`src/hw/rtl/ows_pkg.sv`:
```
`timescale 1ns / 1ps
// ----------------------------------------------------------------------------
// ows_pkg: shared types and constants for the ROM search block
// Item and result layouts, search state, status and request codes.
// ----------------------------------------------------------------------------
package ows_pkg;

  // Default ROM length in bits
  localparam int ROM_BITS_DEF = 64;

  // Widths of the search bookkeeping fields
  localparam int POS_W = 7;
  localparam int FAM_W = 4;

  // Bus commands
  localparam logic [7:0] CMD_SEARCH      = 8'hF0;
  localparam logic [7:0] CMD_COND_SEARCH = 8'hEC;

  // Zero branches below this position fall within the family byte
  localparam logic [POS_W-1:0] FAMILY_LIMIT = 7'd9;

  // Request codes
  localparam logic [1:0] REQ_BEGIN = 2'd0;
  localparam logic [1:0] REQ_BIT   = 2'd1;
  localparam logic [1:0] REQ_CLEAR = 2'd2;

  // Status codes
  localparam logic [2:0] ST_CONTINUE  = 3'd0;
  localparam logic [2:0] ST_COMMAND   = 3'd1;
  localparam logic [2:0] ST_FOUND     = 3'd2;
  localparam logic [2:0] ST_NOT_FOUND = 3'd3;
  localparam logic [2:0] ST_IDLE      = 3'd4;

  // One input item
  typedef struct packed {
    logic [1:0] req_type;
    logic       presence;
    logic       normal_search;
    logic       id_bit;
    logic       complement_bit;
  } in_t;

  // One result item
  typedef struct packed {
    logic [2:0]       status;
    logic             write_dir;
    logic             direction;
    logic [7:0]       command_byte;
    logic [63:0]      rom_address;
    logic             last_device;
    logic [FAM_W-1:0] family_discrepancy;
  } out_t;

  // Search control state carried between passes
  typedef struct packed {
    logic [POS_W-1:0] last_discrepancy;
    logic             last_device_found;
    logic [FAM_W-1:0] family_branch;
    logic [POS_W-1:0] bit_position;
    logic [POS_W-1:0] last_zero_position;
    logic             in_pass;
  } ctl_t;

endpackage

```
`src/hw/rtl/one_wire_rom_search.sv`:
```
`timescale 1ns / 1ps
// ----------------------------------------------------------------------------
// one_wire_rom_search: ROM search walk controller
// Steps through a search pass one bus event at a time and reports the
// command to send, the branch bit to write and the found ROM.
// ----------------------------------------------------------------------------
//  channel  direction  handshake              payload
//  in_      input      in_valid / in_stall    ows_pkg::in_t
//  out_     output     out_valid / out_stall  ows_pkg::out_t
//
// One item per cycle sustained while out_stall stays low; an item passes from
// its input transfer through the stage register and then the result register
// to its result transfer.
// The search state updates as an item moves from the stage to the result.
// Reset (synchronous, rst_n low) resets the search state and empties both registers.
// out_stall holds the result; the stage then holds and in_stall rises.
// ----------------------------------------------------------------------------
module one_wire_rom_search #(
  parameter int ROM_BITS = ows_pkg::ROM_BITS_DEF
) (
  input  logic          clk,
  input  logic          rst_n,
  input  logic          in_valid,
  output logic          in_stall,
  input  ows_pkg::in_t  in_data,
  output logic          out_valid,
  input  logic          out_stall,
  output ows_pkg::out_t out_data
);

  ows_pkg::in_t          stage_r;
  logic                  stage_vld_r;
  ows_pkg::ctl_t         ctl_r;
  ows_pkg::ctl_t         ctl_nxt;
  logic [ROM_BITS-1:0]   rom_r;
  logic [ROM_BITS-1:0]   rom_nxt;
  ows_pkg::out_t         out_r;
  ows_pkg::out_t         res;
  logic                  out_vld_r;
  logic                  out_free;
  logic                  step_go;

  // Handshake: the result slot is free when empty or being taken
  assign out_free = !out_vld_r || !out_stall;
  assign step_go  = stage_vld_r && out_free;
  assign in_stall = stage_vld_r && !out_free;

  ows_step #(
    .ROM_BITS (ROM_BITS)
  ) u_step (
    .item    (stage_r),
    .ctl     (ctl_r),
    .rom     (rom_r),
    .ctl_nxt (ctl_nxt),
    .rom_nxt (rom_nxt),
    .res     (res)
  );

  // Stage register: capture an input transfer
  always_ff @(posedge clk) begin
    if (!rst_n) begin
      stage_vld_r <= 1'b0;
    end else if (!in_stall) begin
      stage_vld_r <= in_valid;
    end
  end

  always_ff @(posedge clk) begin
    if (!in_stall && in_valid) begin
      stage_r <= in_data;
    end
  end

  // Search state: advance when the staged item moves on
  always_ff @(posedge clk) begin
    if (!rst_n) begin
      ctl_r.last_discrepancy   <= '0;
      ctl_r.last_device_found  <= 1'b0;
      ctl_r.family_branch      <= '0;
      ctl_r.bit_position       <= ows_pkg::POS_W'(1);
      ctl_r.last_zero_position <= '0;
      ctl_r.in_pass            <= 1'b0;
      rom_r                    <= '0;
    end else if (step_go) begin
      ctl_r <= ctl_nxt;
      rom_r <= rom_nxt;
    end
  end

  // Result register: hold until transferred
  always_ff @(posedge clk) begin
    if (!rst_n) begin
      out_vld_r <= 1'b0;
    end else if (out_free) begin
      out_vld_r <= stage_vld_r;
    end
  end

  always_ff @(posedge clk) begin
    if (step_go) begin
      out_r <= res;
    end
  end

  assign out_valid = out_vld_r;
  assign out_data  = out_r;

`ifndef SYNTHESIS
  // A found result always writes its final direction bit
  a_found_writes: assert property (@(posedge clk) disable iff (!rst_n)
    (out_valid && out_data.status == ows_pkg::ST_FOUND) |-> out_data.write_dir)
    else $error("found result without direction write");

  // A command result carries one of the two search commands
  a_cmd_byte: assert property (@(posedge clk) disable iff (!rst_n)
    (out_valid && out_data.status == ows_pkg::ST_COMMAND) |->
      (out_data.command_byte == ows_pkg::CMD_SEARCH ||
       out_data.command_byte == ows_pkg::CMD_COND_SEARCH))
    else $error("command result with bad command byte");

  // Within a pass the position stays inside the ROM
  a_pos_range: assert property (@(posedge clk) disable iff (!rst_n)
    ctl_r.in_pass |-> (ctl_r.bit_position >= ows_pkg::POS_W'(1) &&
                       ctl_r.bit_position <= ows_pkg::POS_W'(ROM_BITS)))
    else $error("bit position out of range during a pass");

  // A not-found step leaves the search state cleared and the pass closed
  a_not_found_clears: assert property (@(posedge clk) disable iff (!rst_n)
    (step_go && res.status == ows_pkg::ST_NOT_FOUND) |=>
      (!ctl_r.last_device_found && ctl_r.family_branch == '0 &&
       ctl_r.last_discrepancy == '0 && !ctl_r.in_pass))
    else $error("not found did not clear the search state");

  // Input stalls only while a staged item is blocked
  a_stall_cause: assert property (@(posedge clk) disable iff (!rst_n)
    in_stall |-> (stage_vld_r && out_vld_r && out_stall))
    else $error("input stall without a blocked result");
`endif

endmodule

```
`src/hw/rtl/ows_step.sv`:
```
`timescale 1ns / 1ps
// ----------------------------------------------------------------------------
// ows_step: one search event
// Takes the current search state and one item, gives the next state and the
// result item. Pure combinational logic between the stage and result registers.
// ----------------------------------------------------------------------------
module ows_step #(
  parameter int ROM_BITS = ows_pkg::ROM_BITS_DEF
) (
  input  ows_pkg::in_t         item,
  input  ows_pkg::ctl_t        ctl,
  input  logic [ROM_BITS-1:0]  rom,
  output ows_pkg::ctl_t        ctl_nxt,
  output logic [ROM_BITS-1:0]  rom_nxt,
  output ows_pkg::out_t        res
);

  localparam int IDX_W = (ROM_BITS > 1) ? $clog2(ROM_BITS) : 1;
  localparam logic [ows_pkg::POS_W-1:0] LAST_POS = ows_pkg::POS_W'(ROM_BITS);

  logic [IDX_W-1:0]          idx;
  logic [ows_pkg::POS_W-1:0] pos_inc;
  logic                      dir;

  // Bit index of the current position and the following position
  assign idx     = IDX_W'(ctl.bit_position - ows_pkg::POS_W'(1));
  assign pos_inc = ctl.bit_position + ows_pkg::POS_W'(1);

  // Decide the step
  always_comb begin
    ctl_nxt = ctl;
    rom_nxt = rom;
    dir     = 1'b0;
    res     = '0;
    res.status = ows_pkg::ST_IDLE;

    case (item.req_type)
      ows_pkg::REQ_BEGIN: begin
        ctl_nxt.in_pass = 1'b0;
        if (ctl.last_device_found || !item.presence) begin
          ctl_nxt.last_discrepancy  = '0;
          ctl_nxt.last_device_found = 1'b0;
          ctl_nxt.family_branch     = '0;
          res.status = ows_pkg::ST_NOT_FOUND;
        end else begin
          ctl_nxt.in_pass            = 1'b1;
          ctl_nxt.bit_position       = ows_pkg::POS_W'(1);
          ctl_nxt.last_zero_position = '0;
          res.command_byte = item.normal_search ? ows_pkg::CMD_SEARCH
                                                : ows_pkg::CMD_COND_SEARCH;
          res.status = ows_pkg::ST_COMMAND;
        end
      end
      ows_pkg::REQ_BIT: begin
        if (ctl.in_pass) begin
          if (item.id_bit && item.complement_bit) begin
            // no device answers at this position
            ctl_nxt.in_pass           = 1'b0;
            ctl_nxt.last_discrepancy  = '0;
            ctl_nxt.last_device_found = 1'b0;
            ctl_nxt.family_branch     = '0;
            res.status = ows_pkg::ST_NOT_FOUND;
          end else begin
            if (item.id_bit != item.complement_bit) begin
              dir = item.id_bit;
            end else begin
              // discrepancy: follow the previous path, take the one branch at the last discrepancy, zero after it
              if (ctl.bit_position < ctl.last_discrepancy) begin
                dir = rom[idx];
              end else begin
                dir = (ctl.bit_position == ctl.last_discrepancy);
              end
              if (!dir) begin
                ctl_nxt.last_zero_position = ctl.bit_position;
                if (ctl.bit_position < ows_pkg::FAMILY_LIMIT) begin
                  ctl_nxt.family_branch = ctl.bit_position[ows_pkg::FAM_W-1:0];
                end
              end
            end
            rom_nxt[idx]         = dir;
            res.write_dir        = 1'b1;
            res.direction        = dir;
            res.status           = ows_pkg::ST_CONTINUE;
            ctl_nxt.bit_position = pos_inc;
            // close the pass after the last bit
            if (pos_inc > LAST_POS) begin
              ctl_nxt.in_pass          = 1'b0;
              ctl_nxt.last_discrepancy = ctl_nxt.last_zero_position;
              if (ctl_nxt.last_zero_position == '0) begin
                ctl_nxt.last_device_found = 1'b1;
              end
              if (rom_nxt[7:0] == 8'h00) begin
                ctl_nxt.last_discrepancy  = '0;
                ctl_nxt.last_device_found = 1'b0;
                ctl_nxt.family_branch     = '0;
                res.status = ows_pkg::ST_NOT_FOUND;
              end else begin
                res.status      = ows_pkg::ST_FOUND;
                res.rom_address = 64'(rom_nxt);
                res.last_device = ctl_nxt.last_device_found;
              end
            end
          end
        end
      end
      ows_pkg::REQ_CLEAR: begin
        ctl_nxt.in_pass           = 1'b0;
        ctl_nxt.last_discrepancy  = '0;
        ctl_nxt.last_device_found = 1'b0;
        ctl_nxt.family_branch     = '0;
      end
      default: begin
        // unused request: nothing changes
      end
    endcase

    res.family_discrepancy = ctl_nxt.family_branch;
  end

endmodule
```
`config.mk`:
```
export PLATFORM = sky130hd
export DESIGN_NAME = one_wire_rom_search
export DESIGN_NICKNAME = d
export VERILOG_FILES = /design/src/hw/rtl/ows_pkg.sv /design/src/hw/rtl/one_wire_rom_search.sv /design/src/hw/rtl/ows_step.sv
export SDC_FILE = /design/constraint.sdc
export NUM_CORES = 1
export LEC_CHECK = 0
export ABC_AREA = 1
export BUFFER_PORTS_ARGS = -buffer_cell sky130_fd_sc_hd__buf_4
export CORE_MARGIN = 8
export CORE_UTILIZATION = 55
export CTS_CLUSTER_DIAMETER = 100
export DETAILED_ROUTE_END_ITERATION = 8
export MAX_ROUTING_LAYER = met4
export PLACE_DENSITY = 0.77
export SLEW_MARGIN = 10
export SYNTH_ARGS = -nofsm -noshare
export SYNTH_HDL_FRONTEND = slang
export SYNTH_HIERARCHICAL = 1
export SYNTH_SLANG_ARGS = --single-unit
```
`constraint.sdc`:
```
create_clock -name clk -period 3.5 [get_ports clk]
set_clock_uncertainty 0.1 [all_clocks]
set_input_delay 0.7 -clock clk [delete_from_list [all_inputs] [get_ports clk]]
set_output_delay 0.7 -clock clk [all_outputs]
set_load 0.02 [all_outputs]
```
### Word-level counts from Yosys, hierarchy flattened

Cells that the tools add are included.

| storage, ports and cells | value |
|---|---|
| memories kept | 0 |
| flip-flop bits (word level) | 181 |
| bits of input ports | 10 |
| word-level logic and storage cells | 110 |
| bits in read-only memories | 0 |
| latch bits | 0 |
| RAM bits | 0 |

| cells by class | value |
|---|---|
| equal/unequal tests | 9 |
| bitwise gates (word level) | 5 |
| reductions and logical operators | 25 |
| div/mod/pow operators | 0 |
| shifts and indexed selects | 0 |
| add/subtract/negate cells | 2 |
| order comparisons | 5 |
| multiply operators | 0 |
| muxes and demuxes | 43 |

Operator list:

| cell | number |
|---|---|
| bitwise mux 64 bit | 1 |
| 2-to-1 mux 12 bit | 4 |
| case mux 12 bit (3 select lines) | 1 |
| 2-to-1 mux 7 bit | 5 |
| case mux 14 bit (2 select lines) | 1 |
| 2-to-1 mux 27 bit | 1 |
| 2-to-1 mux 1 bit | 15 |
| 2-to-1 mux 15 bit | 1 |
| 2-to-1 mux 14 bit | 1 |
| 2-to-1 mux 4 bit | 3 |
| 2-to-1 mux 5 bit | 2 |
| AND reduction 5 bit | 2 |
| logical NOT 8 bit | 1 |
| adder 7 x 1 -> 7 bit (second input constant) | 1 |
| == test 7 bit | 1 |
| greater-than comparator 7 bit (second input constant) | 1 |
| logical NOT 7 bit | 1 |
| < comparator 6 x 7 -> 1 bit (second input constant) | 1 |
| < comparator 7 x 4 -> 1 bit (second input constant) | 1 |
| < comparator 7 bit | 1 |
| binary-select mux 1 bit (select 6 bit) | 1 |
| demux 1 bit (select 6 bit) | 1 |
| >= comparator 6 x 1 -> 1 bit (second input constant) | 1 |
| 2-to-1 mux 2 bit | 3 |
| other kinds (22) | 38 |

### Longest topological paths before layout

Gate-level depths: netlist of the first run.

| depth | value |
|---|---|
| depth in word-level cells | 20 |
| depth in mapped cells | 32 |
| mapped depth without buffers | 28 |

### Hierarchy

The synthesis of the first run kept the hierarchy.

By module, submodules not included:

| module | cells an instance | sequential area each (µm²) | instances | area each (µm²) |
|---|---|---|---|---|
| one_wire_rom_search | 695 | 4504.3 | 1 | 6856.6 |
| ows_step | 1101 | 0.0 | 1 | 4853.4 |

### Least setup slack after synthesis of the first run

OpenSTA, ideal clock, no wires.

| timing | value |
|---|---|
| kind | register to register |
| start | register ctl_r[8] (netlist name) |
| end | register out_r, in the netlist out_data[0], data pin |
| path slack | 47 ps |
| period minus slack after synthesis | 3453 ps |
| cell stages (with the launch flop) | 28 |
| data arrival time | 3102 ps |
| buffers on the path | 7 |
| data required time | 3149 ps |
| setup time | 251 ps |
| cell sequence | dfxtp_1 buf_4 inv_2 buf_2 ha_1 buf_2 inv_2 buf_2 o21ai_1 nand2_1 nand3_1 nand3_1 nand3_1 nand2_4 nand2_4 nand2_4 buf_6 nand2_1 nand2_2 nand2_1 nor2_2 nand3_2 buf_6 nand3_1 nand2_1 nand2_1 nand2_1 buf_4 |

RTL lines:

| what | RTL line | text |
|---|---|---|
| from (decl) | one_wire_rom_search.sv:33 | `ows_pkg::ctl_t ctl_r;` |
| from (signal assigned) | one_wire_rom_search.sv:85 | `ctl_r <= ctl_nxt;` |
| to (signal assigned) | one_wire_rom_search.sv:101 | `out_r <= res;` |
| to (decl) | one_wire_rom_search.sv:37 | `ows_pkg::out_t out_r;` |

==> results of run 1 <==
[power by group through the flow]
stage               clock network, mW  registers, mW  logic [mW]
floorplan                           0           2.50       0.865
global placement                    0           2.46        1.23
detailed placement                  0           2.47        1.25
CTS                              1.97           2.42        1.26
global route                     2.06           2.44        1.48
finish                           1.95           2.42        1.34
[synthesized netlist by cell type, drive strengths merged]
library cell,count,share of area [%]
a211oi,2,0.13
nand2,448,15
o31ai,1,0.064
ha,10,1.1
a21oi,113,4.8
dfxtp,93,16
nand4,4,0.21
edfxtp,88,23
o211ai,1,0.064
nor3,1,0.043
o21ai,172,7.4
nand3,123,5.3
nor3b,1,0.064
inv,336,11
a31oi,2,0.11
or2,6,0.32
buf,83,5.4
nor2,271,9.0
xor2,7,0.72
conb,1,0.032
clkinv,3,0.096
clkbuf,22,0.71
o22ai,8,0.43
[cells by family (layout without fill, tap and decap cells)]
kind of cell / Yosys count / in the layout / share of synthesized area [%]
AND/OR/NAND/NOR: 854 / 855 / 29.76
buffers and inverters: 444 / 514 / 16.99
AO/OA/AOI/OAI: 299 / 299 / 12.97
flip-flops: 181 / 181 / 38.47
adder cells (fa/ha/maj): 10 / 10 / 1.068
XOR/XNOR: 7 / 7 / 0.7159
other: 1 / 2 / 0.03202
[what timing repair did]
item | CTS | global route
buffers inserted | 0 | 3
setup endpoints to repair | 0 | 54
hold buffers | 0 | 0
resized for setup | 0 | 22
hold endpoints to repair | 0 | 0
[cell type report]
class	count	area (µm²)	area share, %
clock buffers	19	432.9	3.277
clock inverters	13	147.6	1.118
inverters	339	1284	9.719
multi-input cells	1173	5309	40.19
flip-flops and latches	181	4511	34.15
well taps	275	344.1	2.605
repair buffers	143	1181	8.942
[stage by stage]
| stage | std cells | setup TNS [ns] | hold slack, ns | worst slack, ns |
|---|---|---|---|---|
| 2_1_floorplan | 1797 | 0 | 0.3516 | 0.04723 |
| 3_3_place_gp | 2107 | 0 | 0.3615 | 0.2658 |
| 3_5_place_dp | 2107 | 0 | 0.3679 | 0.1357 |
| 4_1_cts | 2139 | 0 | 0.3275 | 0.1081 |
| 5_1_grt | 2143 | -0.004899 | 0.3258 | -0.004899 |
| 6_report | 2143 | 0 | 0.3319 | 0.2161 |
[how the worst min path moves through the flow]
stage,slack (ns),cells after the start,start,end
floorplan,0.35,2,ctl_r[6],ctl_r[6]
global placement,0.36,2,rom_r[29],rom_r[29]
detailed placement,0.37,2,rom_r[29],rom_r[29]
CTS,0.33,1,in_data[1],stage_r[1]
global route,0.33,1,in_data[5],stage_r[5]
finish,0.33,1,in_data[1],stage_r[1]
[registers in the layout, summed over array words and instances, names as in the netlist]
name and count:
ctl_r 27, rom_r 64, out_valid 1, stage_r 6
out_data 82, stage_vld_r 1
[metal layers]
| layer | vias up | global-route usage [%] |
|---|---|---|
| li1 | 5648 | - |
| met1 | 5077 | 30.52 |
| met4 | 0 | 8.838 |
| met3 | 61 | 3.974 |
| met5 | - | - |
| met2 | 441 | 37.26 |
==> impl_results.md, run 1 <==
- Outcome: finished, final reports clean
- Max-cap viol count: 0
- Critical Path AT: approximately 3.5 ns
- WS Path Type: reg2reg
- Most common cell after layout, fill and taps aside: nand2_1
- Most used cell, CP: nand2_1
- Sequential area share after synthesis: 38.47%
- Width of the die: 161.9 µm
- Largest net degree at the start of global routing: ~180
- Row cnt: 53
- CP max-delay cell: dfxtp_1
- Min-Delay Path Class: in2reg
- RR Startpoint: ctl_r[24]
- Syn Inst Count: around 1800
- P&R area growth vs syn: 12.80%
- Rel. slew slack: roughly 41%
- Synth cell types: 33
- Fill count: between 1500 and 2000
- Initial DRC Count: 1023
- Vias post-DR: 11227
- Wirelength per Cell: 14.36 µm
- Setup crit end kind: flop
- GPL Wtd Cong: around 0.95
- Via/cell ratio: roughly 5.2
- H-Tree Depth: 4
- Residual DRC: 0
- Grt total ovfl: 0
- Avg Cell Area, Syn: around 6.5 µm²
- Most frequent cells in the layout: 434 x nand2_1, 325 x inv_1, 257 x nor2_1
- WL met3: about 2400 µm
- Starting Density: about 56%
- FF-to-FF path depth: 22
- Worst EP required: around 3.7 ns
- Least-Margin Pin Slew: between 0.8 and 0.9 ns
- # setup viols final: 0
- CP startpoint kind: flop
- Buf/Inv on CP: 2
- Final ANT Viol Nets: 0
- Final core occ: between 60% and 70%
- Period utilisation layout: 93.83%
- Clk sink count: 181
- Combinational fraction of design power: between 20% and 30%
- Die area: 0.02622 mm²
- Max layer used: met4
- Setup slack, reg-to-reg: ~0.22 ns
- CP Capture Point: ctl_r[21]
- WL final: a little over 30000 µm
- Switch Pwr: 1.852 mW
- Initial antenna violation count: 0
- Met2 wire length: 14170 µm
- Worst Setup SP: ctl_r[24]
- Sw frac: between 30% and 40%
- Max FO, Critical Path: 11
- Placed Instance Area: 0.01249 mm²
- Pleak: between 6 and 7 nW
- Max rail drop VDD: 0.0003448 V
- First-pass GRT wire length: 50070 µm
- Worst-path cell chain: inv_1 > ha_1 > a21oi_1 > nor2_1 > a211oi_1 > o21ai_1 > a21oi_1 > nand2_4 > nand2_8 > nand2_1 > nand2_1 > nand2_1 > nor2_4 > nand3_4 > nand2_1 > o21ai_0 > nand2_1 > nand2_1 > inv_1 > nand3_1 > nand2_1 > nor2_1
- Synth Register Bits: 181
- Clock slew at reported path FFs: approximately 0.070 ns
- Family with the most delay on the worst path: simple AND/OR/NAND/NOR gates
- Clock power share: about a third
- Pwr dens: between 400 and 500 mW/mm²
- Mapped Area: around 0.012 mm²
- CTS tree: built
- Drt first pass iters: 5
- Slew Viols, Final: 0
- ANT cells: 0
- Levels on crit path: 22
- Root buffer cell: clkbuf_16
- FMAX: between 0.3 and 0.4 GHz
- Worst R2R End: ctl_r[21]
- Total Routing Usage GR: about a quarter
- Top-Level Pins: 94
- Latest clock arrival within the worst-skew pair: approximately 0.44 ns
- Final #Nets: approximately 1900
- Sequential Power Share: 42.4%
- Tot Pwr: about 5.7 mW
- Total CTS buffers: 17
- Warnings, synthesis: 6
- Met1 wire length: 13430 µm
- Max incr delay on CP: around 0.38 ns
- Core area: ~0.021 mm²
- Final hold vios: 0
- Share of cells above drive strength 1: ~12%
- Hpwl dp: 19840 µm
- Buffers on Ports: a little over 90
- Clock buffer depth: 2
- Fin crit period: 3.284 ns
- Cell internal pwr: about 3.9 mW
- Post-route cell area: about 0.013 mm²
- Vias in the first global route: 10318
- Die height: 161.9 µm
(Power assumes the default switching activity.)
==> run 2, diff against run 1 <==
BUFFER_PORTS_ARGS = not set   (was -buffer_cell sky130_fd_sc_hd__buf_4)
CORE_UTILIZATION = 59   (was 55)
DONT_BUFFER_PORTS = 1   (was not set)
PLACE_DENSITY = 0.78   (was 0.77)
==> impl_results.md, run 2 (same netlist as run 1, synthesis figures left out) <==
- Final setup margin: 0.2506 ns
- First-pass GRT wire length: 47820 µm
- Die height: ~160 µm
- Placed cells: roughly 2000
- Min-Delay Path Class: in2reg
- Drt first pass iters: 6
- H-Tree Depth: 4
- FF-to-FF path depth: 25
- Clock slew at reported path FFs: 0.07 ns
- Core area: between 0.015 and 0.02 mm²
- CTS tree: built
- Setup crit end kind: flop
- Levels on crit path: 25
- Final ANT Viol Nets: 0
- Total CTS buffers: 17
- P&R area growth vs syn: 4.701%
- Max-cap viol count: 0
- Wirelength per Cell: between 10 and 15 µm
- Starting Density: between 60% and 70%
- Die area: approximately 0.025 mm²
- Sequential Power Share: 46.4%
- Cell internal pwr: 3.621 mW
- Period utilisation layout: roughly 93%
- Vias in the first global route: between 9000 and 10000
- Final #Nets: around 1800
- Pleak: 5.573 nW
- Combinational fraction of design power: 21.4%
- Clk sink count: ~180
- # setup viols final: 0
- Least-Margin Pin Slew: approximately 0.9 ns
- CP startpoint kind: flop
- Family with the most delay on the worst path: simple AND/OR/NAND/NOR gates
- Worst Hold Depth: 0
- Fin crit period: ~3.2 ns
- Worst EP required: 3.72 ns
- Clock buffer depth: 2
- Buffers on Ports: 0
- Buf/Inv on CP: 3
- Pwr dens: between 400 and 500 mW/mm²
- Share of cells above drive strength 1: between 6 and 7%
- Max incr delay on CP: between 0.3 and 0.4 ns
- Grt total ovfl: 0
- GPL Wtd Cong: 0.9275
- Sw frac: about a third
- CP max-delay cell: dfxtp_2
- Clock power share: 32.2%
- Row cnt: 51
- Max FO, Critical Path: 13
- Width of the die: 156.9 µm
- Final core occ: a little over three fifths
- Via/cell ratio: 5.289
- Tot Pwr: 5.335 mW
- Placed Instance Area: around 0.012 mm²
- Outcome: finished, final reports clean
- Hold_ws: roughly 0.26 ns
- Final hold vios: 0
- RSZ-0062 raised after global routing: no
- Critical Path AT: 3.47 ns
- Hpwl dp: approximately 19000 µm
- Initial DRC Count: 1090
- Rel. slew slack: about 40%
- Setup TNS: 0 ns
- CTS Hold Bufs: 0
- ANT cells: 0
- Largest register FFs: 82
- Setup slack, reg-to-reg: between 0.2 and 0.3 ns
- Max rail drop VDD: about 0.00033 V
- Latest clock arrival within the worst-skew pair: ~0.43 ns
- Most frequent cells in the layout: 436 x nand2_1, 326 x inv_1, 257 x nor2_1
- Root buffer cell: clkbuf_16
- FMAX: 0.3078 GHz
- Total Routing Usage GR: between 20% and 30%
- Largest net degree at the start of global routing: around 180
- Post-route cell area: between 0.01 and 0.015 mm²
- WL final: about 30000 µm
- Non-Filler Instances: ~2000
- Slew Viols, Final: 0
- Vias post-DR: roughly 11000
- Setup WS pre-CTS: roughly 0.2 ns
- Most used cell, CP: nand2_1
- Top-Level Pins: between 90 and 100
- Most common cell after layout, fill and taps aside: nand2_1
- Residual DRC: 0
- Switch Pwr: ~1.7 mW
- Initial antenna violation count: 0
- WS Path Type: reg2reg
==> run 2: changes by cell type in the layout (fill, tap and decap cells not counted), moves of 2 or more <==
| cell | change |
|---|---|
| nand2_1 | +2 |
| bufinv_16 | -2 |
| clkbuf_1 | +4 |
| buf_12 | -2 |
| inv_6 | -2 |
| buf_4 | -98 |
| inv_8 | -2 |
==> run 2: routing by layer <==
metal  share of wire (%)  track usage (%)  wire length [µm]  vias to the layer above
met4                 1.8            8.238               552                        0
met3                 7.1            4.330              2115                       45
met5                   0                -                 0                        -
met1                  45            32.60             13480                     4866
li1                    -                -                 -                     5447
met2                  46            38.72             13700                      379
==> run 2: path summary, 6_finish.rpt <==
check | to | start
setup / recovery | ctl_r[24] | ctl_r[8]
hold / removal | stage_r[3] | in_data[3]
hold reg to reg | ctl_r[3] | ctl_r[3]
setup reg to reg | ctl_r[24] | ctl_r[8]
==> run 2: worst register-to-register path, stage by stage (launching register included) <==
cell and delay (ns):
dfxtp_2 0.36, inv_2 0.05, ha_1 0.35, buf_4 0.17, nand2_1 0.12, nor2_1 0.06, nor2_1 0.10, nand3_1 0.07
nand3_1 0.07, nand3_1 0.13, nand2_4 0.12, nand2_4 0.08, nand2_4 0.15, nand2_1 0.08, nand2_1 0.11, nand2_1 0.11
nor2_4 0.13, nand3_4 0.18, nand3_1 0.12, nand2_1 0.06, nand2_1 0.07, nand2_1 0.05, inv_1 0.05, nand3_1 0.09
nand2_1 0.12, nor2_1 0.04
==> run 2: power by group through the flow <==
| stage | combinational (mW) | clock (mW) | sequential (mW) |
|---|---|---|---|
| 2_1_floorplan | 0.865 | 0 | 2.50 |
| 4_1_cts | 1.11 | 1.74 | 2.48 |
| 5_1_grt | 1.27 | 1.83 | 2.49 |
| 3_3_place_gp | 1.08 | 0 | 2.52 |
| 3_5_place_dp | 1.10 | 0 | 2.52 |
| 6_report | 1.14 | 1.72 | 2.48 |
==> run 2: timing repair <==
action	CTS	global route
setup endpoints to repair	0	15
buffers inserted	0	0
gates resized for setup	0	8
==> run 2: final cells by class <==
cell class	count	area (µm²)
Inverter	339	1277
Timing Repair Buffer	42	394.1
Fill cell	1807	7202
Clock inverter	8	57.56
Sequential cell	181	4511
Tap cell	265	331.6
Clock buffer	23	447.9
Multi-Input combinational cell	1172	5241
